`config.mk`:
```
export PLATFORM = sky130hd
export DESIGN_NAME = play_history_table_flat
export DESIGN_NICKNAME = d
export VERILOG_FILES = /design/src/design/pht_pkg.sv /design/src/design/pht_if.sv /design/src/design/play_history_table.sv /design/src/flat_wrapper.sv
export SDC_FILE = /design/constraint.sdc
export NUM_CORES = 2
export LEC_CHECK = 0
export ABC_AREA = 1
export BUFFER_PORTS_ARGS = -buffer_cell sky130_fd_sc_hd__buf_2
export CAP_MARGIN = 20
export CORE_MARGIN = 2
export CORE_UTILIZATION = 35
export DETAILED_ROUTE_END_ITERATION = 16
export MAX_ROUTING_LAYER = met4
export PLACE_DENSITY = 0.59
export SLEW_MARGIN = 20
export SYNTH_ARGS = -nofsm -noshare
export SYNTH_HDL_FRONTEND = slang
export SYNTH_SLANG_ARGS = --single-unit
export TNS_END_PERCENT = 50
```
`constraint.sdc`:
```
create_clock -name clk -period 15.3 [get_ports clk]
set_clock_uncertainty 0.1 [all_clocks]
set_input_delay 3.06 -clock clk [delete_from_list [all_inputs] [get_ports clk]]
set_output_delay 3.06 -clock clk [all_outputs]
set_load 0.005 [all_outputs]
```
`src/design/pht_pkg.sv`:
```
package pht_pkg;

    localparam int CAPACITY = 16;
    localparam int IDX_W    = (CAPACITY > 1) ? $clog2(CAPACITY) : 1;
    localparam int CNT_W    = $clog2(CAPACITY + 1);

    localparam int KEY_W    = 48;
    localparam int LEN_W    = 4;
    localparam int TIME_W   = 40;
    localparam int STATUS_W = 3;
    localparam int ENTRY_W  = 5;
    localparam int GEN_W    = 32;
    localparam int CFG_IDX_W  = 2;
    localparam int CFG_DATA_W = 40;

    localparam int KEY_CHARS = 6;
    localparam logic [LEN_W-1:0]  KEY_LEN  = LEN_W'(KEY_CHARS);
    localparam logic [7:0]        CH_UPPER_A = 8'h41;
    localparam logic [7:0]        CH_UPPER_Z = 8'h5A;
    localparam logic [7:0]        CH_DIGIT_0 = 8'h30;
    localparam logic [7:0]        CH_DIGIT_9 = 8'h39;
    localparam logic [GEN_W-1:0]  GEN_MAX    = '1;
    localparam logic [TIME_W-1:0] TIME_MAX   = '1;

    typedef enum logic [STATUS_W-1:0] {
        ST_OK        = 3'd0,
        ST_NOT_FOUND = 3'd1,
        ST_DISABLED  = 3'd2,
        ST_BAD_KEY   = 3'd3,
        ST_BAD_TIME  = 3'd4,
        ST_GEN_FULL  = 3'd5
    } status_t;

    typedef enum logic [CFG_IDX_W-1:0] {
        CFG_ENABLED  = 2'd0,
        CFG_MIN_TIME = 2'd1,
        CFG_MAX_TIME = 2'd2
    } cfg_index_t;

    typedef enum logic {
        CMD_LOOKUP = 1'b0,
        CMD_RECORD = 1'b1
    } command_t;

    typedef enum logic [2:0] {
        S_IDLE,
        S_READ,
        S_COMP,
        S_OLD_READ,
        S_OLD_COMP,
        S_WRITE,
        S_DONE
    } state_t;

endpackage

```
`src/design/pht_if.sv`:
```
interface pht_req_if import pht_pkg::*; ();
    logic              valid;
    logic              ready;
    logic              command;
    logic [KEY_W-1:0]  game_key;
    logic [LEN_W-1:0]  key_length;
    logic [TIME_W-1:0] play_time;

    modport source (output valid, command, game_key, key_length, play_time, input ready);
    modport sink   (input valid, command, game_key, key_length, play_time, output ready);
endinterface

interface pht_rsp_if import pht_pkg::*; ();
    logic                valid;
    logic                ready;
    logic [TIME_W-1:0]   found_time;
    logic [STATUS_W-1:0] status;
    logic [ENTRY_W-1:0]  entry_count;
    logic [GEN_W-1:0]    generation_out;

    modport source (output valid, found_time, status, entry_count, generation_out,
                    input ready);
    modport sink   (input valid, found_time, status, entry_count, generation_out,
                    output ready);
endinterface

interface pht_cfg_if import pht_pkg::*; ();
    logic                  valid;
    logic                  ready;
    logic [CFG_IDX_W-1:0]  index;
    logic [CFG_DATA_W-1:0] data;

    modport source (output valid, index, data, input ready);
    modport sink   (input valid, index, data, output ready);
endinterface

```
`src/design/play_history_table.sv`:
```
// channel | dir | payload                                          | accepted when
// cfg     | in  | index, data                                      | valid && ready
// req     | in  | command, game_key, key_length, play_time         | valid && ready
// rsp     | out | found_time, status, entry_count, generation_out  | valid && ready
//
// One item at a time. A rejected item goes straight to the done state; a scan
// reads one entry at a time through the single memory read port and compares it:
// a lookup stops at the first hit or after the last entry, a record adds the
// write, and a record into a full table with no match first searches all
// CAPACITY entries for the oldest one (lowest play time) to overwrite.
// Reset clears count, generation and config; the entry memories need no clearing.
// A pending result sits in the output register; the next item is taken meanwhile.
module play_history_table
    import pht_pkg::*;
(
    input  logic      clk,
    input  logic      rst_n,
    pht_cfg_if.sink   cfg,
    pht_req_if.sink   req,
    pht_rsp_if.source rsp
);

    logic [KEY_W-1:0]  key_mem  [CAPACITY];
    logic [TIME_W-1:0] time_mem [CAPACITY];

    state_t              state_reg, state_next;
    logic [IDX_W-1:0]    idx_reg, idx_next;
    logic [IDX_W-1:0]    slot_reg, slot_next;
    logic [TIME_W-1:0]   best_reg, best_next;
    logic                append_reg, append_next;
    logic                cmd_reg, cmd_next;
    logic [KEY_W-1:0]    key_reg, key_next;
    logic [TIME_W-1:0]   time_reg, time_next;
    logic [TIME_W-1:0]   found_reg, found_next;
    status_t             status_reg, status_next;
    logic [CNT_W-1:0]    fill_count_reg, fill_count_next;
    logic [GEN_W-1:0]    gen_reg, gen_next;

    logic                out_valid_reg;
    logic [TIME_W-1:0]   out_found_reg;
    logic [STATUS_W-1:0] out_status_reg;
    logic [ENTRY_W-1:0]  out_count_reg;
    logic [GEN_W-1:0]    out_gen_reg;

    logic                enabled_reg;
    logic [TIME_W-1:0]   min_time_reg;
    logic [TIME_W-1:0]   max_time_reg;

    logic [KEY_W-1:0]    rd_key_reg;
    logic [TIME_W-1:0]   rd_time_reg;

    logic                req_acc;
    logic                out_free;
    logic                mem_we;
    logic                pre_pass;
    status_t             pre_status;
    logic                key_hit;
    logic                scan_last;
    logic                table_full;

    function automatic logic key_ok(input logic [KEY_W-1:0] key,
                                    input logic [LEN_W-1:0] len);
        logic       ok;
        logic [7:0] ch;
        ok = (len == KEY_LEN);
        for (int n = 0; n < KEY_CHARS; n++) begin
            ch = key[8*n +: 8];
            if (!((ch >= CH_UPPER_A && ch <= CH_UPPER_Z) ||
                  (ch >= CH_DIGIT_0 && ch <= CH_DIGIT_9)))
                ok = 1'b0;
        end
        return ok;
    endfunction

    // configuration
    assign cfg.ready = 1'b1;

    always_ff @(posedge clk or negedge rst_n)
    begin
        if (!rst_n)
        begin
            enabled_reg  <= 1'b0;
            min_time_reg <= '0;
            max_time_reg <= TIME_MAX;
        end
        else if (cfg.valid)
        begin
            case (cfg_index_t'(cfg.index))
                CFG_ENABLED:  enabled_reg  <= cfg.data[0];
                CFG_MIN_TIME: min_time_reg <= cfg.data[TIME_W-1:0];
                CFG_MAX_TIME: max_time_reg <= cfg.data[TIME_W-1:0];
                default: ;
            endcase
        end
    end

    // entry memories
    always_ff @(posedge clk)
    begin
        rd_key_reg  <= key_mem[idx_reg];
        rd_time_reg <= time_mem[idx_reg];
    end

    always_ff @(posedge clk)
    begin
        if (mem_we)
        begin
            key_mem[slot_reg]  <= key_reg;
            time_mem[slot_reg] <= time_reg;
        end
    end

    assign req_acc    = req.valid && req.ready;
    assign out_free   = !out_valid_reg || rsp.ready;
    assign key_hit    = (rd_key_reg == key_reg);
    assign scan_last  = ((CNT_W'(idx_reg) + CNT_W'(1)) == fill_count_reg);
    assign table_full = (fill_count_reg == CNT_W'(CAPACITY));

    always_comb
    begin
        pre_pass   = 1'b0;
        pre_status = ST_OK;
        if (!enabled_reg)
            pre_status = ST_DISABLED;
        else if (!key_ok(req.game_key, req.key_length))
            pre_status = ST_BAD_KEY;
        else if (req.command == CMD_RECORD &&
                 (req.play_time < min_time_reg || req.play_time > max_time_reg))
            pre_status = ST_BAD_TIME;
        else if (req.command == CMD_RECORD && gen_reg == GEN_MAX)
            pre_status = ST_GEN_FULL;
        else
            pre_pass = 1'b1;
    end

    // next state
    always_comb
    begin
        state_next = state_reg;
        case (state_reg)
            S_IDLE:
            begin
                if (req_acc)
                begin
                    if (!pre_pass)
                        state_next = S_DONE;
                    else if (fill_count_reg == '0)
                        state_next = (req.command == CMD_RECORD) ? S_WRITE : S_DONE;
                    else
                        state_next = S_READ;
                end
            end
            S_READ:     state_next = S_COMP;
            S_COMP:
            begin
                if (key_hit || scan_last)
                begin
                    if (cmd_reg == CMD_LOOKUP)
                        state_next = S_DONE;
                    else if (!key_hit && table_full)
                        state_next = S_OLD_READ;
                    else
                        state_next = S_WRITE;
                end
                else
                    state_next = S_READ;
            end
            S_OLD_READ: state_next = S_OLD_COMP;
            S_OLD_COMP:
            begin
                if (idx_reg == IDX_W'(CAPACITY - 1))
                    state_next = S_WRITE;
                else
                    state_next = S_OLD_READ;
            end
            S_WRITE:    state_next = S_DONE;
            S_DONE:
            begin
                if (out_free)
                    state_next = S_IDLE;
            end
            default:    state_next = S_IDLE;
        endcase
    end

    // outputs
    always_comb
    begin
        req.ready = (state_reg == S_IDLE);
        mem_we    = (state_reg == S_WRITE);
    end

    // datapath
    always_comb
    begin
        idx_next        = idx_reg;
        slot_next       = slot_reg;
        best_next       = best_reg;
        append_next     = append_reg;
        cmd_next        = cmd_reg;
        key_next        = key_reg;
        time_next       = time_reg;
        found_next      = found_reg;
        status_next     = status_reg;
        fill_count_next = fill_count_reg;
        gen_next        = gen_reg;
        case (state_reg)
            S_IDLE:
            begin
                if (req_acc)
                begin
                    cmd_next    = req.command;
                    key_next    = req.game_key;
                    time_next   = req.play_time;
                    idx_next    = '0;
                    slot_next   = '0;
                    found_next  = '0;
                    append_next = (fill_count_reg == '0);
                    if (!pre_pass)
                        status_next = pre_status;
                    else if (fill_count_reg == '0 && req.command == CMD_LOOKUP)
                        status_next = ST_NOT_FOUND;
                    else
                        status_next = ST_OK;
                end
            end
            S_COMP:
            begin
                if (key_hit)
                begin
                    slot_next = idx_reg;
                    if (cmd_reg == CMD_LOOKUP)
                        found_next = rd_time_reg;
                end
                else if (scan_last)
                begin
                    if (cmd_reg == CMD_LOOKUP)
                        status_next = ST_NOT_FOUND;
                    else if (table_full)
                        idx_next = '0;
                    else
                    begin
                        slot_next   = IDX_W'(fill_count_reg);
                        append_next = 1'b1;
                    end
                end
                else
                    idx_next = idx_reg + IDX_W'(1);
            end
            S_OLD_COMP:
            begin
                if (idx_reg == '0 || rd_time_reg < best_reg)
                begin
                    best_next = rd_time_reg;
                    slot_next = idx_reg;
                end
                if (idx_reg != IDX_W'(CAPACITY - 1))
                    idx_next = idx_reg + IDX_W'(1);
            end
            S_WRITE:
            begin
                gen_next = gen_reg + GEN_W'(1);
                if (append_reg)
                    fill_count_next = fill_count_reg + CNT_W'(1);
            end
            default: ;
        endcase
    end

    always_ff @(posedge clk or negedge rst_n)
    begin
        if (!rst_n)
        begin
            state_reg      <= S_IDLE;
            fill_count_reg <= '0;
            gen_reg        <= '0;
            out_valid_reg  <= 1'b0;
        end
        else
        begin
            state_reg      <= state_next;
            fill_count_reg <= fill_count_next;
            gen_reg        <= gen_next;
            if (state_reg == S_DONE && out_free)
                out_valid_reg <= 1'b1;
            else if (rsp.ready)
                out_valid_reg <= 1'b0;
        end
    end

    always_ff @(posedge clk)
    begin
        idx_reg    <= idx_next;
        slot_reg   <= slot_next;
        best_reg   <= best_next;
        append_reg <= append_next;
        cmd_reg    <= cmd_next;
        key_reg    <= key_next;
        time_reg   <= time_next;
        found_reg  <= found_next;
        status_reg <= status_next;
        if (state_reg == S_DONE && out_free)
        begin
            out_found_reg  <= found_reg;
            out_status_reg <= status_reg;
            out_count_reg  <= ENTRY_W'(fill_count_reg);
            out_gen_reg    <= gen_reg;
        end
    end

    assign rsp.valid          = out_valid_reg;
    assign rsp.found_time     = out_found_reg;
    assign rsp.status         = out_status_reg;
    assign rsp.entry_count    = out_count_reg;
    assign rsp.generation_out = out_gen_reg;

    a_fill_bound: assert property (@(posedge clk) disable iff (!rst_n)
        fill_count_reg <= CNT_W'(CAPACITY))
        else $error("fill count above capacity");

    a_gen_only_on_write: assert property (@(posedge clk) disable iff (!rst_n)
        state_reg != S_WRITE |=> $stable(gen_reg) && $stable(fill_count_reg))
        else $error("table state changed outside a write");

    a_accept_leaves_idle: assert property (@(posedge clk) disable iff (!rst_n)
        req_acc |=> state_reg != S_IDLE)
        else $error("item accepted but no work started");

    a_write_is_ok: assert property (@(posedge clk) disable iff (!rst_n)
        state_reg == S_WRITE |-> status_reg == ST_OK && cmd_reg == CMD_RECORD)
        else $error("write for a rejected or lookup item");

endmodule
```
`src/flat_wrapper.sv`:
```
// flat-port wrapper written by rule: the top's interface ports become plain ports
module play_history_table_flat import pht_pkg::*;
  (clk, rst_n, cfg_valid, cfg_index, cfg_data, cfg_ready, req_valid, req_command, req_game_key, req_key_length, req_play_time, req_ready, rsp_valid, rsp_found_time, rsp_status, rsp_entry_count, rsp_generation_out, rsp_ready);
  pht_cfg_if cfg_i ();
  pht_req_if req_i ();
  pht_rsp_if rsp_i ();
  input  logic clk;
  input  logic rst_n;
  input wire logic [$bits(cfg_i.valid)-1:0] cfg_valid;
  input wire logic [$bits(cfg_i.index)-1:0] cfg_index;
  input wire logic [$bits(cfg_i.data)-1:0] cfg_data;
  output wire logic [$bits(cfg_i.ready)-1:0] cfg_ready;
  input wire logic [$bits(req_i.valid)-1:0] req_valid;
  input wire logic [$bits(req_i.command)-1:0] req_command;
  input wire logic [$bits(req_i.game_key)-1:0] req_game_key;
  input wire logic [$bits(req_i.key_length)-1:0] req_key_length;
  input wire logic [$bits(req_i.play_time)-1:0] req_play_time;
  output wire logic [$bits(req_i.ready)-1:0] req_ready;
  output wire logic [$bits(rsp_i.valid)-1:0] rsp_valid;
  output wire logic [$bits(rsp_i.found_time)-1:0] rsp_found_time;
  output wire logic [$bits(rsp_i.status)-1:0] rsp_status;
  output wire logic [$bits(rsp_i.entry_count)-1:0] rsp_entry_count;
  output wire logic [$bits(rsp_i.generation_out)-1:0] rsp_generation_out;
  input wire logic [$bits(rsp_i.ready)-1:0] rsp_ready;
  assign cfg_i.valid = cfg_valid;
  assign cfg_i.index = cfg_index;
  assign cfg_i.data = cfg_data;
  assign cfg_ready = cfg_i.ready;
  assign req_i.valid = req_valid;
  assign req_i.command = req_command;
  assign req_i.game_key = req_game_key;
  assign req_i.key_length = req_key_length;
  assign req_i.play_time = req_play_time;
  assign req_ready = req_i.ready;
  assign rsp_valid = rsp_i.valid;
  assign rsp_found_time = rsp_i.found_time;
  assign rsp_status = rsp_i.status;
  assign rsp_entry_count = rsp_i.entry_count;
  assign rsp_generation_out = rsp_i.generation_out;
  assign rsp_i.ready = rsp_ready;
  play_history_table u_core (.clk(clk), .rst_n(rst_n), .cfg(cfg_i), .req(req_i), .rsp(rsp_i));
endmodule
```
# Word level (Yosys, flattened, before mapping)
# Memories as Yosys holds them, arrays and structs flattened. A register that Yosys moved wholly into a read port is not among the register bits.
# Index checks and enable logic that the tools add are counted.
# W data, S select, Z words.
word_totals:
  ff_bits: 383
  ramBits: 1408
  inputBits: 140
  out_inout_bits: 83
  elab_cells: 192
  memories: 2
op_classes:
  add_sub_neg: 4
  magnitude_cmp: 27
  eq_ne: 30
  mux: 59
  bitwise: 1
  n_reduce_logical: 49
memory_table:
  columns: ["name", "words", "width", "rd", "rd_clocked_by_memory_dff", "wr", "line", "source"]
  rows:
  - ["u_core.key_mem", 16, 48, 1, 1, 1, "play_history_table.sv:23", "logic [KEY_W-1:0] key_mem [CAPACITY];"]
  - ["u_core.time_mem", 16, 40, 1, 1, 1, "play_history_table.sv:24", "logic [TIME_W-1:0] time_mem [CAPACITY];"]
ops:
  columns: ["cell", "n"]
  rows:
  - ["$mux W40", 3]
  - ["$lt A40 B40 Y1", 2]
  - ["$pmux W40 S2", 1]
  - ["$mux W3", 17]
  - ["$eq A48 B48 Y1", 1]
  - ["$ge A8 B6 Y1 const B", 6]
  - ["$ge A8 B7 Y1 const B", 6]
  - ["$le A8 B6 Y1 const B", 6]
  - ["$le A8 B7 Y1 const B", 6]
  - ["$mux W4", 11]
  - ["$gt A40 B40 Y1", 1]
  - ["$add A32 B1 Y32 const B", 1]
  - ["$eq A32 B32 Y1 const B", 1]
  - ["$pmux W4 S3", 2]
  - ["$mux W1", 21]
  - ["$pmux W3 S7", 1]
  - ["$logic_and A1 B1 Y1", 18]
  - ["$reduce_and A6 Y1", 3]
  - ["$reduce_and A2 Y1", 7]
  - ["$ne A2 B1 Y1 const B", 6]
  - ["$logic_or A1 B1 Y1", 10]
  - ["$eq A3 B3 Y1 const B", 3]
  - ["$ne A2 B2 Y1 const B", 4]
  - ["$eq A3 B2 Y1 const B", 2]
  - ["other kinds (27)", 31]

# Longest topological paths before layout
depth:
  word_depth: 15
  mapped_depth: 20
  ltp_nobuf: 20

# Worst setup path before layout
# OpenSTA, ideal clock, no wires.
synth_path:
  path_type: "input to register"
  start: "input req_valid"
  end: "register u_core.cmd_reg, enable pin"
  setup_time_ns: 0.537
  arrival_time_ns: 6.777
  required_time_ns: 14.663
  slack_ns: 7.886
  cell_stages: 2
  path_buffers: 0
  path_cell_list: "inv_1 -> nor2_1"
synth_between:
  elab_chain_cells: 2
synth_rtl:
  columns: ["element", "line", "source"]
  rows:
  - ["start: declaration", "flat_wrapper.sv:13", "input wire logic [$bits(req_i.valid)-1:0] req_valid;"]
  - ["$logic_and A1 B1 Y1", "play_history_table.sv:113", "assign req_acc = req.valid && req.ready;"]
  - ["$reduce_and A2 Y1 (no line)", null, null]
  - ["end signal: assignment", "play_history_table.sv:297", "cmd_reg <= cmd_next;"]
  - ["end: declaration", "play_history_table.sv:31", "logic cmd_reg, cmd_next;"]
# No other way between the ends.
# A chain may end at the register's enable or synchronous reset.

# Final worst setup path
layout_path:
  start: "input req_game_key[12]"
  end: "register u_core.state_reg[1]"
layout_between:
  elab_chain_cells: 14
  elab_cells_between_ends: 18
  classes_between: "order compare: 4; mux: 11; reduce/logical: 3"
layout_rtl:
  columns: ["element", "line", "source"]
  rows:
  - ["start: declaration", "flat_wrapper.sv:15", "input wire logic [$bits(req_i.game_key)-1:0] req_game_key;"]
  - ["$ge A8 B7 Y1, or another cell as far along", "play_history_table.sv:68", "if (!((ch >= CH_UPPER_A && ch <= CH_UPPER_Z) ||"]
  - ["$logic_and A1 B1 Y1 (on tied branches)", "play_history_table.sv:68, play_history_table.sv:69", null]
  - ["$logic_or A1 B1 Y1 *", "play_history_table.sv:68", null]
  - ["$mux W1 * (5 in series)", "play_history_table.sv:68", null]
  - ["$mux W1 *", "play_history_table.sv:123", "if (!enabled_reg)"]
  - ["$mux W1 *", "play_history_table.sv:125", "else if (!key_ok(req.game_key, req.key_length))"]
  - ["$mux W1 *", "play_history_table.sv:123", null]
  - ["$mux W3 *", "play_history_table.sv:145", "if (!pre_pass)"]
  - ["$mux W3 *", "play_history_table.sv:143", "if (req_acc)"]
  - ["$pmux W3 S7 *", "play_history_table.sv:140", "case (state_reg)"]
  - ["end signal: assignment", "play_history_table.sv:281", "state_reg <= state_next;"]
  - ["end: declaration", "play_history_table.sv:26", "state_t state_reg, state_next;"]
# Every way passes the cells marked *; elsewhere a longest branch is shown, timed or not. The select of a mux whose other input is x is not followed.

==> results.json <==
{
  "worst_pin_slew_ns": 1.13,
  "portBuffers": 221,
  "coreArea_sq_um": 209000,
  "critPathMaxFanout": 4,
  "grt.overflow.total": 0,
  "largest_reg_flops": 768,
  "grt_pass1_vias": 43800,
  "cts.repair.resized": 0,
  "fin_tns_setup_ns": 0,
  "leakagePower_nw": 28.9,
  "dieArea_sq_um": 214000,
  "setup_viol": 0,
  "numClockSinks": 1879,
  "worstSkewPairLatency_ns": 0.85,
  "hold_buffers": 0,
  "final_hold_viol_count": 0,
  "grt_max_degree": 200,
  "ir_drop_mv": 0.270,
  "rsz0062_at_grt": "no",
  "worst-path-buf-inv": 2,
  "top_register": "u_core.key_mem",
  "slew_headroom_pct": 24.4,
  "cts-buffers-inserted": 183,
  "fmax_mhz": 177,
  "setup_slack_ns": 9.67,
  "cp_top_family": "simple AND/OR/NAND/NOR gates",
  "final_max_slew_viol_count": 0,
  "final_area_sq_um": 83800,
  "drt_first_pass_iters": 6,
  "critPathRequiredTime_ns": 15.91,
  "mostFrequentLayoutCells": "edfxtp_1, nor2_1, o21ai_0",
  "power-per-cell-area_nw_per_um2": 177,
  "period_minus_slack_ns": 5.63,
  "pwr-share-clk_pct": 30.3,
  "antenna_found_initial": 6,
  "areaGrowthSynthToFinish_pct": 14.0,
  "p_int_mw": 9.90,
  "avgSynthCellArea_sq_um": 13.1,
  "post_cts_buffers": 0,
  "run_status": "finished clean",
  "r2r.worst_path.cells": 9,
  "startpoint_type": "input pin",
  "root_buffer": "clkbuf_16",
  "place_ws_ns": 8.67,
  "htreeDepth": 4,
  "cts_tree": "built",
  "pwr-share-comb_pct": 24.5,
  "nets": 6032,
  "power.switching_mw": 4.92,
  "path_depth": 14,
  "synth-seq-area-share_pct": 74.8,
  "synth_fp_nets": 5856,
  "max_stage_delay_ns": 0.61,
  "synthCells": 5593,
  "synth_warnings": 0,
  "wl_per_cell_um": 22.1,
  "switching_share_pct": 33.2,
  "io_pins": 223,
  "postRouteAntennaNets": 0,
  "drc": 0,
  "crit_path_end_kind": "flop",
  "mostFrequentLayoutCell": "edfxtp_1",
  "grt_pass1_wl_um": 285000,
  "path_class": "in2reg",
  "path_cells": "buf_2 > inv_1 > o21ai_0 > o21ai_0 > nor2_1 > nand2_1 > nor2_1 > nand4_1 > nor2_1 > nand4_1 > nand2_1 > nand2_1 > nand2_1 > nand2_1",
  "pwr-share-seq_pct": 45.2,
  "cp.arrival_ns": 6.25,
  "drive_gt1_share_pct": 11.3,
  "place_area_sq_um": 77800,
  "track_usage_pct": 18.3,
  "vias": 45300,
  "max_cap_viol_count": 0,
  "routabilityCongestion": 0.828,
  "viasPerCell": 5.18,
  "period_share_pct": 36.8,
  "finalPower_mw": 14.8,
  "die_w_um": 462,
  "synth.distinct_cells": 44,
  "cts.path.max_buffers": 3,
  "dpl.hpwl_um": 101000,
  "drt-initial-drc-count": 4335,
  "synth_area_sq_um": 73500,
  "cts.clk_slew.worst_paths_ns": 0.06,
  "synth-seq-cells": 1879,
  "worst_path_most_repeated_cell": "nand2_1",
  "drt_wl_total_um": 193000,
  "slowest_stage": "o21ai_0",
  "initial_utilization_pct": 35.1,
  "whs_ns": 0.313,
  "hold_depth": 0,
  "worstHoldPathType": "reg2reg",
  "die_y_um": 462,
  "reg_top3": "u_core.key_mem (768), u_core.time_mem (640)",
  "fp-row-count": 168
}
==> per-stage QoR <==
stage,utilization [%],instances
floorplan,-,5593
global placement,37.2,8389
detailed placement,37.2,8389
CTS,40.1,8734
global route,40.1,8738
finish,40.1,8739
==> final timing paths <==
check	startpoint	endpoint	slack (ns)
worst min-delay path	u_core.found_reg[12]	u_core.rsp.found_time[12]	0.31
min in group asynchronous	rst_n	u_core.gen_reg[15]	2.21
max in group asynchronous	rst_n	u_core.min_time_reg[11]	11.50
worst max register to register	u_core.idx_reg[0]	u_core.rd_key_reg[31]	9.92
worst min register to register	u_core.found_reg[12]	u_core.rsp.found_time[12]	0.31
worst max-delay path	req_game_key[12]	u_core.state_reg[1]	9.67
==> cell usage after synthesis, drive strengths merged <==
master / count / share of area [%]
o21a: 6 / 0.061
ha: 123 / 2.1
edfxtp: 1669 / 68
nor2: 869 / 4.5
o21ai: 813 / 5.5
clkbuf: 282 / 1.4
conb: 1 / 0.0051
inv: 304 / 1.6
a211oi: 4 / 0.041
o22ai: 226 / 1.9
xnor2: 42 / 0.50
dfrtp: 82 / 2.8
buf: 24 / 0.14
o211a: 1 / 0.014
nand2: 476 / 2.4
or2: 7 / 0.063
nor3: 19 / 0.14
a21boi: 2 / 0.020
o221ai: 135 / 1.6
o211ai: 48 / 0.49
xor2: 36 / 0.43
clkinv: 1 / 0.0051
nand3: 176 / 1.2
nor4: 13 / 0.12
dfxtp: 88 / 2.4
dfstp: 40 / 1.4
nor3b: 1 / 0.010
a21oi: 67 / 0.46
a21o: 8 / 0.082
a31oi: 4 / 0.034
nand4: 26 / 0.24
==> area by class of cell <==
cell class	count	area (sq um)
inverters	305	1160
repair buffers	297	1770
well taps	2805	3510
clock buffers	243	5080
diodes	5	12.5
fillers	19200	125000
multi-input cells	3103	16400
clock inverters	102	893
flip-flops and latches	1879	55000
==> cell families (layout without fill, tap and decap cells) <==
family | count (synthesis) | count (layout) | share of synthesized area [%]
DFF | 1879 | 1879 | 74.8
and+or+nand+nor | 1587 | 1587 | 8.75
AOI/OAI and AO/OA | 1314 | 1314 | 10.3
buffers and inverters | 611 | 947 | 3.14
adders and majority gates | 123 | 123 | 2.09
xor gates and xnor gates | 78 | 78 | 0.930
other | 1 | 6 | 0.00510
==> layer usage <==
metal  vias up  global-route usage (%)  part of all wire, %
met5         -                       -                    0
met1     22900                    23.9                   43
met3       297                    2.69                  5.9
met4         0                    5.12                  2.4
met2      1397                    29.7                   49
li1      20700                       -                    -
==> power by group through the flow <==
stage	sequential, mW	clock [mW]	combinational [mW]
floorplan	6.64	0	2.44
global placement	6.79	0	3.58
detailed placement	6.80	0	3.65
CTS	6.70	4.57	3.66
global route	6.75	4.76	4.06
finish	6.69	4.49	3.63
No activity file was read; power rests on OpenSTA's default activity.
